<file path="src/rtl/rrog_pkg.sv">
package rrog_pkg;

  // Default widths for the top-level parameters
  localparam int DEF_COORD_WIDTH    = 16;
  localparam int DEF_TRIG_FRAC_BITS = 14;

  // Fixed field widths and codes
  localparam int RATE_W      = 9;
  localparam int IDX_W       = 6;
  localparam int SEG_W       = 4;
  localparam int ARC_W       = 2;
  localparam int MASTER_BITS = 20;
  localparam int RADIUS_SHIFT = 9;

  localparam logic [RATE_W-1:0] RATE_ONE  = 9'd256;
  localparam logic [SEG_W-1:0]  SEG_BASE  = 4'd2;
  localparam logic [ARC_W-1:0]  ARC_LAST  = 2'd3;
  localparam logic [IDX_W-1:0]  CORNER_LAST = 6'd3;
  localparam logic [IDX_W-1:0]  IDX_MAX   = 6'd43;

  // Corner arcs in emission order
  localparam logic [ARC_W-1:0] ARC_BR = 2'd0;
  localparam logic [ARC_W-1:0] ARC_TR = 2'd1;
  localparam logic [ARC_W-1:0] ARC_TL = 2'd2;
  localparam logic [ARC_W-1:0] ARC_BL = 2'd3;

  // cos(k*pi/(2n)) in Q1.20, row n-2, column k
  localparam logic [MASTER_BITS:0] COS_Q20 [9][11] = '{
    '{21'd1048576, 21'd741455, 21'd0, 21'd0, 21'd0, 21'd0, 21'd0, 21'd0, 21'd0,
      21'd0, 21'd0},
    '{21'd1048576, 21'd908093, 21'd524288, 21'd0, 21'd0, 21'd0, 21'd0, 21'd0,
      21'd0, 21'd0, 21'd0},
    '{21'd1048576, 21'd968758, 21'd741455, 21'd401273, 21'd0, 21'd0, 21'd0,
      21'd0, 21'd0, 21'd0, 21'd0},
    '{21'd1048576, 21'd997255, 21'd848316, 21'd616338, 21'd324028, 21'd0, 21'd0,
      21'd0, 21'd0, 21'd0, 21'd0},
    '{21'd1048576, 21'd1012847, 21'd908093, 21'd741455, 21'd524288, 21'd271391,
      21'd0, 21'd0, 21'd0, 21'd0, 21'd0},
    '{21'd1048576, 21'd1022286, 21'd944734, 21'd819810, 21'd653776, 21'd454960,
      21'd233330, 21'd0, 21'd0, 21'd0, 21'd0},
    '{21'd1048576, 21'd1028428, 21'd968758, 21'd871859, 21'd741455, 21'd582558,
      21'd401273, 21'd204567, 21'd0, 21'd0, 21'd0},
    '{21'd1048576, 21'd1032646, 21'd985339, 21'd908093, 21'd803256, 21'd674012,
      21'd524288, 21'd358634, 21'd182083, 21'd0, 21'd0},
    '{21'd1048576, 21'd1035666, 21'd997255, 21'd934288, 21'd848316, 21'd741455,
      21'd616338, 21'd476044, 21'd324028, 21'd164033, 21'd0}
  };

  // Sequencer states
  typedef enum logic [2:0] {
    S_IDLE,
    S_RAD,
    S_RADW,
    S_CORNER,
    S_MULC,
    S_MULS,
    S_VTX
  } state_t;

  // Vertex handoff from sequencer to output register
  typedef struct packed {
    logic             load;
    logic             last;
    logic [IDX_W-1:0] index;
  } vtx_ctl_t;

endpackage

</file>
<file path="src/rtl/rrog_mul.sv">
module rrog_mul #(
  parameter int A_W = rrog_pkg::DEF_COORD_WIDTH,
  parameter int B_W = rrog_pkg::DEF_TRIG_FRAC_BITS + 1
) (
  input  logic               clk,
  input  logic               en,
  input  logic [A_W-1:0]     a,
  input  logic [B_W-1:0]     b,
  output logic [A_W+B_W-1:0] prod_r
);

  logic [A_W+B_W-1:0] prod_nxt;

  // Unsigned product, registered
  assign prod_nxt = {{B_W{1'b0}}, a} * {{A_W{1'b0}}, b};

  always_ff @(posedge clk) begin
    if (en) begin
      prod_r <= prod_nxt;
    end
  end

endmodule

</file>
<file path="src/rtl/rrog_trig.sv">
module rrog_trig #(
  parameter int TRIG_FRAC_BITS = rrog_pkg::DEF_TRIG_FRAC_BITS
) (
  input  logic [rrog_pkg::SEG_W-1:0] seg_n,
  input  logic [rrog_pkg::SEG_W-1:0] seg_k,
  output logic [TRIG_FRAC_BITS:0]    trig_val
);

  localparam int SH = rrog_pkg::MASTER_BITS - TRIG_FRAC_BITS;
  localparam int MW = rrog_pkg::MASTER_BITS + 2;

  logic [rrog_pkg::SEG_W-1:0]    row;
  logic [rrog_pkg::MASTER_BITS:0] master;
  logic [MW-1:0]                 dbl;
  logic [MW-1:0]                 rnd;

  // Table row for n segments, then round Q1.20 half up to Q1.TRIG_FRAC_BITS
  assign row      = seg_n - rrog_pkg::SEG_BASE;
  assign master   = rrog_pkg::COS_Q20[row][seg_k];
  assign dbl      = {master, 1'b0} >> SH;
  assign rnd      = dbl + MW'(1);
  assign trig_val = rnd[TRIG_FRAC_BITS+1:1];

endmodule

</file>
<file path="src/rtl/rrog_seq.sv">
module rrog_seq #(
  parameter int COORD_WIDTH    = rrog_pkg::DEF_COORD_WIDTH,
  parameter int TRIG_FRAC_BITS = rrog_pkg::DEF_TRIG_FRAC_BITS
) (
  input  logic                              clk,
  input  logic                              rst_n,
  input  logic                              in_valid,
  output logic                              in_ready,
  input  logic signed [COORD_WIDTH-1:0]     x_min,
  input  logic signed [COORD_WIDTH-1:0]     x_max,
  input  logic signed [COORD_WIDTH-1:0]     y_min,
  input  logic signed [COORD_WIDTH-1:0]     y_max,
  input  logic [rrog_pkg::RATE_W-1:0]       round_rate,
  input  logic                              out_free,
  output rrog_pkg::vtx_ctl_t                vtx_ctl,
  output logic signed [COORD_WIDTH-1:0]     vtx_x,
  output logic signed [COORD_WIDTH-1:0]     vtx_y
);

  localparam int CW  = COORD_WIDTH;
  localparam int BW  = TRIG_FRAC_BITS + 1;
  localparam int PW  = CW + BW;
  localparam int RW  = CW - 1;
  localparam int EW  = CW + 2;
  localparam logic [PW:0]          HALF   = (PW+1)'(1) << (TRIG_FRAC_BITS - 1);
  localparam logic signed [EW-1:0] SAT_HI = {3'b000, {(CW-1){1'b1}}};
  localparam logic signed [EW-1:0] SAT_LO = {3'b111, {(CW-1){1'b0}}};

  rrog_pkg::state_t state_r, state_nxt;

  // Latched rectangle and derived values
  logic signed [CW-1:0] xa_r, xb_r, ya_r, yb_r;
  logic [rrog_pkg::RATE_W-1:0] q_r, q_nxt;
  logic [rrog_pkg::SEG_W-1:0]  n_r, n_nxt;
  logic [RW-1:0]               r_r, r_nxt;
  logic [RW-1:0]               cv_r, cv_nxt;

  // Loop counters
  logic [rrog_pkg::SEG_W-1:0] i_r, i_nxt;
  logic [rrog_pkg::ARC_W-1:0] arc_r, arc_nxt;
  logic [rrog_pkg::IDX_W-1:0] idx_r, idx_nxt;

  // Shared multiplier and trig lookup
  logic                       mul_en;
  logic [CW-1:0]              mul_a;
  logic [BW-1:0]              mul_b;
  logic [PW-1:0]              prod_r;
  logic [rrog_pkg::SEG_W-1:0] trig_k;
  logic [BW-1:0]              trig_val;

  logic signed [CW:0]   w, h, m;
  logic [CW-1:0]        m_pos;
  logic [PW:0]          rsum;
  logic [RW-1:0]        offs;
  logic signed [EW-1:0] r_e, cv_e, sv_e, bx, by, vx, vy;
  logic                 seg_end, arc_end;

  rrog_mul #(.A_W(CW), .B_W(BW)) u_mul (
    .clk    (clk),
    .en     (mul_en),
    .a      (mul_a),
    .b      (mul_b),
    .prod_r (prod_r)
  );

  rrog_trig #(.TRIG_FRAC_BITS(TRIG_FRAC_BITS)) u_trig (
    .seg_n    (n_r),
    .seg_k    (trig_k),
    .trig_val (trig_val)
  );

  // Shortest side, clamped at zero
  assign w     = {xb_r[CW-1], xb_r} - {xa_r[CW-1], xa_r};
  assign h     = {yb_r[CW-1], yb_r} - {ya_r[CW-1], ya_r};
  assign m     = (h < w) ? h : w;
  assign m_pos = (m > 0) ? m[CW-1:0] : '0;

  // Rounded arc offset from the registered product
  assign rsum = {1'b0, prod_r} + HALF;
  assign offs = rsum[TRIG_FRAC_BITS +: RW];

  assign r_e  = EW'(signed'({1'b0, r_r}));
  assign cv_e = EW'(signed'({1'b0, cv_r}));
  assign sv_e = EW'(signed'({1'b0, offs}));

  // Arc center and vertex for the current arc
  always_comb begin
    bx = '0;
    by = '0;
    vx = '0;
    vy = '0;
    case (arc_r)
      rrog_pkg::ARC_BR: begin
        bx = EW'(xb_r) - r_e;
        by = EW'(ya_r) + r_e;
        vx = bx + sv_e;
        vy = by - cv_e;
      end
      rrog_pkg::ARC_TR: begin
        bx = EW'(xb_r) - r_e;
        by = EW'(yb_r) - r_e;
        vx = bx + cv_e;
        vy = by + sv_e;
      end
      rrog_pkg::ARC_TL: begin
        bx = EW'(xa_r) + r_e;
        by = EW'(yb_r) - r_e;
        vx = bx - sv_e;
        vy = by + cv_e;
      end
      default: begin
        bx = EW'(xa_r) + r_e;
        by = EW'(ya_r) + r_e;
        vx = bx - cv_e;
        vy = by - sv_e;
      end
    endcase
  end

  assign seg_end = (i_r == n_r);
  assign arc_end = (arc_r == rrog_pkg::ARC_LAST);
  assign trig_k  = (state_r == rrog_pkg::S_MULC) ? i_r : (n_r - i_r);

  // State register
  always_ff @(posedge clk) begin
    if (!rst_n) begin
      state_r <= rrog_pkg::S_IDLE;
      i_r     <= '0;
      arc_r   <= '0;
      idx_r   <= '0;
    end else begin
      state_r <= state_nxt;
      i_r     <= i_nxt;
      arc_r   <= arc_nxt;
      idx_r   <= idx_nxt;
    end
  end

  // Item payload registers
  always_ff @(posedge clk) begin
    if (in_valid && in_ready) begin
      xa_r <= x_min;
      xb_r <= x_max;
      ya_r <= y_min;
      yb_r <= y_max;
    end
    q_r  <= q_nxt;
    n_r  <= n_nxt;
    r_r  <= r_nxt;
    cv_r <= cv_nxt;
  end

  // Sequencer
  always_comb begin
    state_nxt = state_r;
    i_nxt     = i_r;
    arc_nxt   = arc_r;
    idx_nxt   = idx_r;
    q_nxt     = q_r;
    n_nxt     = n_r;
    r_nxt     = r_r;
    cv_nxt    = cv_r;
    in_ready  = 1'b0;
    mul_en    = 1'b0;
    mul_a     = {1'b0, r_r};
    mul_b     = trig_val;
    vtx_ctl   = '{load: 1'b0, last: 1'b0, index: idx_r};
    vtx_x     = '0;
    vtx_y     = '0;

    unique case (state_r)
      rrog_pkg::S_IDLE: begin
        in_ready = 1'b1;
        if (in_valid) begin
          q_nxt     = (round_rate > rrog_pkg::RATE_ONE) ? rrog_pkg::RATE_ONE : round_rate;
          n_nxt     = q_nxt[8:5] + rrog_pkg::SEG_BASE;
          i_nxt     = '0;
          arc_nxt   = '0;
          idx_nxt   = '0;
          state_nxt = rrog_pkg::S_RAD;
        end
      end
      rrog_pkg::S_RAD: begin
        mul_en    = 1'b1;
        mul_a     = m_pos;
        mul_b     = BW'(q_r);
        state_nxt = rrog_pkg::S_RADW;
      end
      rrog_pkg::S_RADW: begin
        r_nxt     = prod_r[rrog_pkg::RADIUS_SHIFT +: RW];
        state_nxt = (r_nxt == '0) ? rrog_pkg::S_CORNER : rrog_pkg::S_MULC;
      end
      rrog_pkg::S_CORNER: begin
        // Plain corners: TL, TR, BR, BL
        vtx_x = (idx_r[0] ^ idx_r[1]) ? xb_r : xa_r;
        vtx_y = idx_r[1] ? ya_r : yb_r;
        vtx_ctl.last = (idx_r == rrog_pkg::CORNER_LAST);
        if (out_free) begin
          vtx_ctl.load = 1'b1;
          idx_nxt      = idx_r + 1'b1;
          if (vtx_ctl.last) begin
            state_nxt = rrog_pkg::S_IDLE;
          end
        end
      end
      rrog_pkg::S_MULC: begin
        mul_en    = 1'b1;
        state_nxt = rrog_pkg::S_MULS;
      end
      rrog_pkg::S_MULS: begin
        mul_en    = 1'b1;
        cv_nxt    = offs;
        state_nxt = rrog_pkg::S_VTX;
      end
      rrog_pkg::S_VTX: begin
        vtx_x = (vx > SAT_HI) ? SAT_HI[CW-1:0] :
                (vx < SAT_LO) ? SAT_LO[CW-1:0] : vx[CW-1:0];
        vtx_y = (vy > SAT_HI) ? SAT_HI[CW-1:0] :
                (vy < SAT_LO) ? SAT_LO[CW-1:0] : vy[CW-1:0];
        vtx_ctl.last = seg_end && arc_end;
        if (out_free) begin
          vtx_ctl.load = 1'b1;
          idx_nxt      = idx_r + 1'b1;
          if (vtx_ctl.last) begin
            state_nxt = rrog_pkg::S_IDLE;
          end else begin
            state_nxt = rrog_pkg::S_MULC;
            if (seg_end) begin
              i_nxt   = '0;
              arc_nxt = arc_r + 1'b1;
            end else begin
              i_nxt = i_r + 1'b1;
            end
          end
        end
      end
      default: begin
        state_nxt = rrog_pkg::S_IDLE;
      end
    endcase
  end

  // A final vertex always hands control back to the input side
  a_last_idle: assert property (@(posedge clk) disable iff (!rst_n)
    vtx_ctl.load && vtx_ctl.last |=> in_ready)
    else $error("no return to idle after final vertex");

  // Outline never exceeds 44 vertices
  a_idx_range: assert property (@(posedge clk) disable iff (!rst_n)
    vtx_ctl.load |-> vtx_ctl.index <= rrog_pkg::IDX_MAX)
    else $error("vertex index out of range");

  // Plain-corner outline ends on its fourth vertex
  a_corner_last: assert property (@(posedge clk) disable iff (!rst_n)
    vtx_ctl.load && state_r == rrog_pkg::S_CORNER |->
      vtx_ctl.last == (vtx_ctl.index == rrog_pkg::CORNER_LAST))
    else $error("corner outline last flag wrong");

  // Rounded outline ends after four arcs of n+1 points
  a_arc_last: assert property (@(posedge clk) disable iff (!rst_n)
    vtx_ctl.load && vtx_ctl.last && state_r == rrog_pkg::S_VTX |->
      vtx_ctl.index == ({n_r, 2'b00} + rrog_pkg::CORNER_LAST))
    else $error("arc outline vertex count wrong");

endmodule

</file>
<file path="src/rtl/round_rectangle_outline_generator.sv">
// Channel | Dir | Handshake          | Payload
// in_     | in  | in_tvalid/tready   | in_tdata: x_min, x_max, y_min, y_max, round_rate
// out_    | out | out_tvalid/tready  | out_tdata: vertex_x, vertex_y, vertex_index;
//         |     |                    | out_tlast: last_vertex
//
// Each vertex passes through the shared multiplier in S_MULC (cosine product),
// S_MULS (sine product) and S_VTX (combine); setup runs through S_RAD and
// S_RADW. A rounded outline has n+1 points per corner, n = 10 at the full rate of 1.0.
// A zero radius gives four plain corners.
// rst_n is synchronous, active low; it clears the sequencer and output valid.
// Output stalls hold the sequencer on the pending vertex; in_tready is high
// only while no rectangle is in progress.
module round_rectangle_outline_generator #(
  parameter int COORD_WIDTH    = rrog_pkg::DEF_COORD_WIDTH,
  parameter int TRIG_FRAC_BITS = rrog_pkg::DEF_TRIG_FRAC_BITS,
  localparam int IN_W  = ((4 * COORD_WIDTH + rrog_pkg::RATE_W + 7) / 8) * 8,
  localparam int OUT_W = ((2 * COORD_WIDTH + rrog_pkg::IDX_W + 7) / 8) * 8
) (
  input  logic             clk,
  input  logic             rst_n,
  input  logic             in_tvalid,
  output logic             in_tready,
  input  logic [IN_W-1:0]  in_tdata,   // x_min, x_max, y_min, y_max, round_rate, zero pad
  output logic             out_tvalid,
  input  logic             out_tready,
  output logic [OUT_W-1:0] out_tdata,  // vertex_x, vertex_y, vertex_index, zero pad
  output logic             out_tlast
);

  localparam int CW = COORD_WIDTH;
  localparam int PAD_W = OUT_W - (2 * CW + rrog_pkg::IDX_W);

  logic signed [CW-1:0]        x_min, x_max, y_min, y_max;
  logic [rrog_pkg::RATE_W-1:0] round_rate;
  rrog_pkg::vtx_ctl_t          vtx_ctl;
  logic signed [CW-1:0]        vtx_x, vtx_y;
  logic                        out_free;

  logic                        out_valid_r;
  logic [CW-1:0]               out_x_r, out_y_r;
  logic [rrog_pkg::IDX_W-1:0]  out_idx_r;
  logic                        out_last_r;

  // Unpack the input transaction
  assign x_min      = signed'(in_tdata[0*CW +: CW]);
  assign x_max      = signed'(in_tdata[1*CW +: CW]);
  assign y_min      = signed'(in_tdata[2*CW +: CW]);
  assign y_max      = signed'(in_tdata[3*CW +: CW]);
  assign round_rate = in_tdata[4*CW +: rrog_pkg::RATE_W];

  assign out_free = !out_valid_r || out_tready;

  rrog_seq #(
    .COORD_WIDTH    (COORD_WIDTH),
    .TRIG_FRAC_BITS (TRIG_FRAC_BITS)
  ) u_seq (
    .clk        (clk),
    .rst_n      (rst_n),
    .in_valid   (in_tvalid),
    .in_ready   (in_tready),
    .x_min      (x_min),
    .x_max      (x_max),
    .y_min      (y_min),
    .y_max      (y_max),
    .round_rate (round_rate),
    .out_free   (out_free),
    .vtx_ctl    (vtx_ctl),
    .vtx_x      (vtx_x),
    .vtx_y      (vtx_y)
  );

  // Output register valid
  always_ff @(posedge clk) begin
    if (!rst_n) begin
      out_valid_r <= 1'b0;
    end else if (out_free) begin
      out_valid_r <= vtx_ctl.load;
    end
  end

  // Output register payload
  always_ff @(posedge clk) begin
    if (vtx_ctl.load) begin
      out_x_r    <= vtx_x;
      out_y_r    <= vtx_y;
      out_idx_r  <= vtx_ctl.index;
      out_last_r <= vtx_ctl.last;
    end
  end

  // Pack the output transaction
  assign out_tvalid = out_valid_r;
  assign out_tdata  = {{PAD_W{1'b0}}, out_idx_r, out_y_r, out_x_r};
  assign out_tlast  = out_last_r;

endmodule

</file>
<file path="config.mk">
export PLATFORM = sky130hd
export DESIGN_NAME = round_rectangle_outline_generator
export DESIGN_NICKNAME = d
export VERILOG_FILES = /design/src/rtl/rrog_pkg.sv /design/src/rtl/rrog_mul.sv /design/src/rtl/rrog_trig.sv /design/src/rtl/rrog_seq.sv /design/src/rtl/round_rectangle_outline_generator.sv
export SDC_FILE = /design/constraint.sdc
export NUM_CORES = 1
export LEC_CHECK = 0
export BUFFER_PORTS_ARGS = -buffer_cell sky130_fd_sc_hd__buf_4
export CAP_MARGIN = 0
export CORE_UTILIZATION = 65
export DETAILED_ROUTE_END_ITERATION = 10
export PLACE_DENSITY_LB_ADDON = 0.05
export SYNTH_ARGS = -nofsm -noshare
export SYNTH_HDL_FRONTEND = slang
export SYNTH_SLANG_ARGS = --single-unit
</file>
<file path="constraint.sdc">
create_clock -name clk -period 12.2 [get_ports clk]
set_input_delay 0 -clock clk [delete_from_list [all_inputs] [get_ports clk]]
set_output_delay 0 -clock clk [all_outputs]
set_load 0.005 [all_outputs]
</file>
==> impl_metrics.toml, run 1 <==
[timing]
relSlewSlack = 0.133
finalCriticalPeriod_ps = 11580
hold_viol = 0
skew_ps = 16.8
slew_viol_final = 0
rsz0062_at_grt = "no"
clock.fmax_ghz = 0.0863
min_period_over_period = 0.949
final-setup-viol-count = 0
tightest_slew_ps = 1300
setup_total_negative_slack_ps = 0

[layout]
final_cells = 3594
diodes = 0
drive_gt1_frac = 0.0975
synthToLayoutAreaGrowth_pct = 11.6
nNetsFinal = 3608
final_common_cell = "inv_1"
mostFrequentLayoutCells = "305 x inv_1, 272 x ha_1, 268 x nor2_1, 231 x nand2_1, 189 x fa_1"

[outcome]
outcome = "finished, violations left"
violations = "design-rule violations"

[synthesis]
avgSynthCellArea_um2 = 8.85
seq_area_frac_synth = 0.207
synth_compound_area_frac = 0.185
synthAdderAreaFrac = 0.282
synth-seq-cells = 181
synthMuxAreaShare = 0.0457
synth_top_family_by_area = "adder cells"
synth_cell_types = 97
synthXorXnorAreaFrac = 0.0590
yosys_warnings = 0
ys_dominant_reg_cell = "edfxtp_1"
synth_edf_count = 165
postSynthCellCount = 2885
synth-simple-area-share = 0.160
postSynth.asyncResetShare = 0
syn_area_mm2 = 0.0255

[drt]
route.top_layer_used = "met4"
drtIter0Drc = 2151
drt_first_pass_iters = 9
route.detailed.drc = 1
vias = 23300
antenna_left = 0
wl_met1_um = 30500
wl_per_cell_um = 22.7
met3WireLength_um = 8020
routed_wirelength_um = 81700
wl_met2_um = 37800
via_per_inst = 6.49

[setup_path]
end_kind = "flip-flop"
cp_top_family = "compound AO/OA/AOI/OAI gates"
worst_ep_arrival_time_ps = 11820
cp_slowest_stage_delay_ps = 570
critPathSlowestCell = "o32a_1"
crit_path_start_kind = "flip-flop"
cp_max_fo = 13
path_class = "flip-flop to flip-flop"
required_ps = 12440
cpMostUsedCell = "fa_1"
crit_buf_inv = 6

[global_routing]
grt_pass1_vias = 23100
grtUsageTotal = 0.409
grt.overflow.total = 0
grt_max_degree = 70
grt_pass1_wl_um = 126000
grt_antenna_before_repair = 0

[die]
coreArea_mm2 = 0.0386
die_w_um = 200
die_h_um = 200
initial_core_util = 0.661
num_rows = 72
die_area_mm2 = 0.0401
ios = 127

[clock_tree]
cts_buffers = 17
htreeDepth = 4
clock_sinks = 181
cts_root_buffer = "clkbuf_16"
cts_tree = "yes"
clkSlewWorstSetupHoldPaths_ps = 80
clk_latency_ps = 500
ctsLongestPathBuffers = 2

[placed_design]
gp_congestion = 1.01
io_buffers = 117
hpwl_um = 63200
place_inst = 3478

[run]
max_cap_viol_count = 0

[worst_hold_path]
hp-class = "primary input to flip-flop"
state kept, by name, indices dropped and copies added, names as in the netlist:
register            flops
u_seq.idx_r             6
out_y_r                16
u_seq.state_r           3
u_seq.r_r              15
u_seq.arc_r             2
out_tvalid              1
out_x_r                16
u_seq.n_r               4
u_seq.u_mul.prod_r     20
u_seq.xa_r             16
u_seq.ya_r             16
u_seq.xb_r             16
u_seq.yb_r             16
u_seq.i_r               4
out_idx_r               6
out_tlast               1
u_seq.q_r               8
u_seq.cv_r             15
area by class of cell:
cell class	instances	area [um2]
clock buffer	18	429
clock inverter	14	149
fill	2817	10200
inverter	307	1150
multi-input combinational	2301	18700
sequential	181	5280
tap	518	648
timing repair buffer	255	2120
synth_stat cells, types with 34 or more instances:
cell / count / area (um2)
a21o_1: 70 / 526
a21oi_1: 174 / 871
clkbuf_1: 72 / 270
edfxtp_1: 165 / 4950
fa_1: 189 / 3780
ha_1: 272 / 3400
inv_1: 306 / 1150
mux2_2: 45 / 507
mux2i_1: 66 / 661
nand2_1: 231 / 867
nand2b_1: 54 / 338
nand3_1: 58 / 290
nor2_1: 269 / 1010
nor2b_1: 60 / 375
nor3_1: 34 / 170
o21a_1: 37 / 278
o21ai_0: 118 / 591
o221ai_1: 37 / 324
xnor2_1: 117 / 1020
xor2_1: 55 / 482
worst paths after layout:
kind / cells after the start / end / slack (ps) / from
max reg2reg: 41 / u_seq.u_mul.prod_r[23] / 620 / u_seq.xa_r[0]
min reg2reg: 0 / u_seq.r_r[1] / 460 / u_seq.u_mul.prod_r[10]
max: 41 / u_seq.u_mul.prod_r[23] / 620 / u_seq.xa_r[0]
min: 2 / u_seq.yb_r[14] / 220 / in_tdata[62]
layer usage:
metal / GRT usage / vias to the layer above
li1: - / 10500
met1: 0.506 / 11100
met2: 0.664 / 1438
met3: 0.0693 / 304
met4: 0.259 / 0
met5: 0 / -
metrics by stage:
step	utilization	cell area, um2	setup WS (ps)	hold WS, ps
after floorplan	-	25500	2000	98.9
after global placement	0.700	27100	706	178
after detailed placement	0.700	27100	520	179
after CTS	0.736	28500	427	203
after global routing	0.737	28500	27.8	214
final	0.737	28500	619	217
kinds of logic (layout without fill, tap and decap cells):
family | count (synthesis) | in the layout
and+or+nand+nor | 856 | 856
other | 2 | 6
DFF | 181 | 181
xor gates and xnor gates | 172 | 172
adders and majority gates | 461 | 461
muxes | 111 | 111
AOI/OAI and AO/OA | 695 | 695
buffers and inverters | 407 | 594
timing repair:
item                                    in CTS  in global routing
buffers inserted                             0                  3
hold endpoints to repair                    93                  0
gates resized for setup                      0                  4
hold buffers                                81                  0
endpoints found under the setup margin       0                  2
Power of run 1 is left out: the tool's default activity adds up to more than one toggle a clock period on the data nets, which glitch-free logic cannot reach.
==> run 2, diff against run 1 <==
--- a/config.mk
+++ b/config.mk
@@ -7,6 +7,7 @@
 export LEC_CHECK = 0
 export BUFFER_PORTS_ARGS = -buffer_cell sky130_fd_sc_hd__buf_4
 export CAP_MARGIN = 0
+export CORE_MARGIN = 2
 export CORE_UTILIZATION = 65
 export DETAILED_ROUTE_END_ITERATION = 10
 export PLACE_DENSITY_LB_ADDON = 0.05
==> constraint.sdc (replaced) <==
create_clock -name clk -period 14.2 [get_ports clk]
set_input_delay 0 -clock clk [delete_from_list [all_inputs] [get_ports clk]]
set_output_delay 0 -clock clk [all_outputs]
set_load 0.005 [all_outputs]
==> run 2 against run 1 <==
Effect of this change: via count is 1.5% lower; the run now ends clean; first-iteration DRC count shrank 3.9%; non-clock buffer count shrank 13; critical path type unchanged; hold slack got worse by 9.0 ps; core utilization fell by 0.41 points; largest cell class unchanged.
==> impl_metrics.toml, run 2 (same netlist as run 1, synthesis figures left out) <==
[outcome]
outcome = "complete, no violations"

[layout]
drive_gt1_frac = 0.0937
nNetsFinal = 3595
mostFrequentLayoutCells = "305 x inv_1, 272 x ha_1, 268 x nor2_1, 231 x nand2_1, 189 x fa_1"
final_common_cell = "inv_1"
largest_reg_flops = 20
top_register = "u_seq.u_mul.prod_r"
synthToLayoutAreaGrowth_pct = 11.3

[die]
coreArea_mm2 = 0.0387
ios = 127
initial_core_util = 0.659
die_area_mm2 = 0.0409
die_w_um = 202
num_rows = 72
die_h_um = 202

[timing]
relSlewSlack = 0.104
skew_ps = 24.8
finalCriticalPeriod_ps = 12300
hold_viol = 0
min_period_over_period = 0.866
final-setup-viol-count = 0
clock.fmax_ghz = 0.0813
setup_total_negative_slack_ps = 0
slew_viol_final = 0
tightest_slew_ps = 1340
rsz0062_at_grt = "no"

[global_routing]
grt_antenna_before_repair = 2
busiest_layer = "met2"
use_met2 = 0.651
use_met1 = 0.485
grt_max_degree = 70
grtUsageMet3 = 0.0676
grt_pass1_wl_um = 124000
grt_pass1_vias = 23000
grtUsageTotal = 0.394
grt.overflow.total = 0

[clock_tree]
cts_buffers = 17
clk_latency_ps = 510
htreeDepth = 4
clkSlewWorstSetupHoldPaths_ps = 80
clock_sinks = 181
cts_root_buffer = "clkbuf_16"
ctsLongestPathBuffers = 2
cts-resized-gates = 0
cts_tree = "yes"
cts_setup_buffers = 0
holdBufCountCts = 81

[drt]
drt_first_pass_iters = 6
drtIter0Drc = 2067
via_per_inst = 6.41
antenna_left = 0
vias = 23000
wl_per_cell_um = 22.2
route.detailed.drc = 0
routed_wirelength_um = 79500

[setup_path]
cp_slowest_stage_delay_ps = 560
cp_max_fo = 22
critPathSlowestCell = "a22oi_1"
crit_path_start_kind = "flip-flop"
cpMostUsedCell = "fa_1"
end_kind = "flip-flop"
worst_ep_arrival_time_ps = 12550
path_class = "flip-flop to flip-flop"
required_ps = 14450

[worst_hold_path]
hp-class = "primary input to flip-flop"

[placed_design]
gp_congestion = 1.05
io_buffers = 117
hpwl_um = 61500

[run]
max_cap_viol_count = 0
## run 2: cell types whose count changed in the layout (fill, tap and decap cells not counted), sizes merged
cell	before	now
diode	0	2
clkinv	7	9
bufinv	2	0
clkbuf	18	17
inv	311	313
clkinvlp	1	0
buf	174	161
## run 2: area by class of cell
cell class,count,area [um2]
flip-flops and latches,181,5280
well taps,518,648
diodes,2,5.00
clock inverters,15,173
clock buffers,17,425
multi-input cells,2301,18700
fillers,2940,10300
repair buffers,242,2020
inverters,307,1150
## run 2: per-layer routing
layer | routed length, um | vias up
li1 | - | 10500
met1 | 30300 | 11000
met2 | 37100 | 1165
met3 | 6900 | 263
met4 | 5170 | 0
met5 | 0 | -
## run 2: critical path, delay by kind of cell, from the launching register on
kind,cells,cell delay (ps)
flip-flops,1,430
XOR/XNOR,2,460
adder cells (fa/ha/maj),10,4430
AO/OA/AOI/OAI,19,5330
AND/OR/NAND/NOR,3,800
buffers and inverters,5,590
## run 2: metrics by stage
stage	setup WS [ps]	area, um2	utilization	std cells	hold slack, ps
global route	1150	28400	0.733	3583	204
finish	1900	28400	0.733	3583	208
CTS	2080	28400	0.733	3581	195
detailed placement	2120	27000	0.697	3468	179
global placement	2250	27000	0.697	3468	179
floorplan	4000	25500	-	2889	98.9
## run 2: final timing paths
path | from | to | slack (ps) | cells after the start
setup / recovery | u_seq.xb_r[0] | u_seq.u_mul.prod_r[23] | 1900 | 39
hold reg to reg | u_seq.u_mul.prod_r[9] | u_seq.r_r[0] | 460 | 0
setup reg to reg | u_seq.xb_r[0] | u_seq.u_mul.prod_r[23] | 1900 | 39
hold / removal | in_tdata[55] | u_seq.yb_r[7] | 210 | 2
Power of run 2 is left out for the same reason.
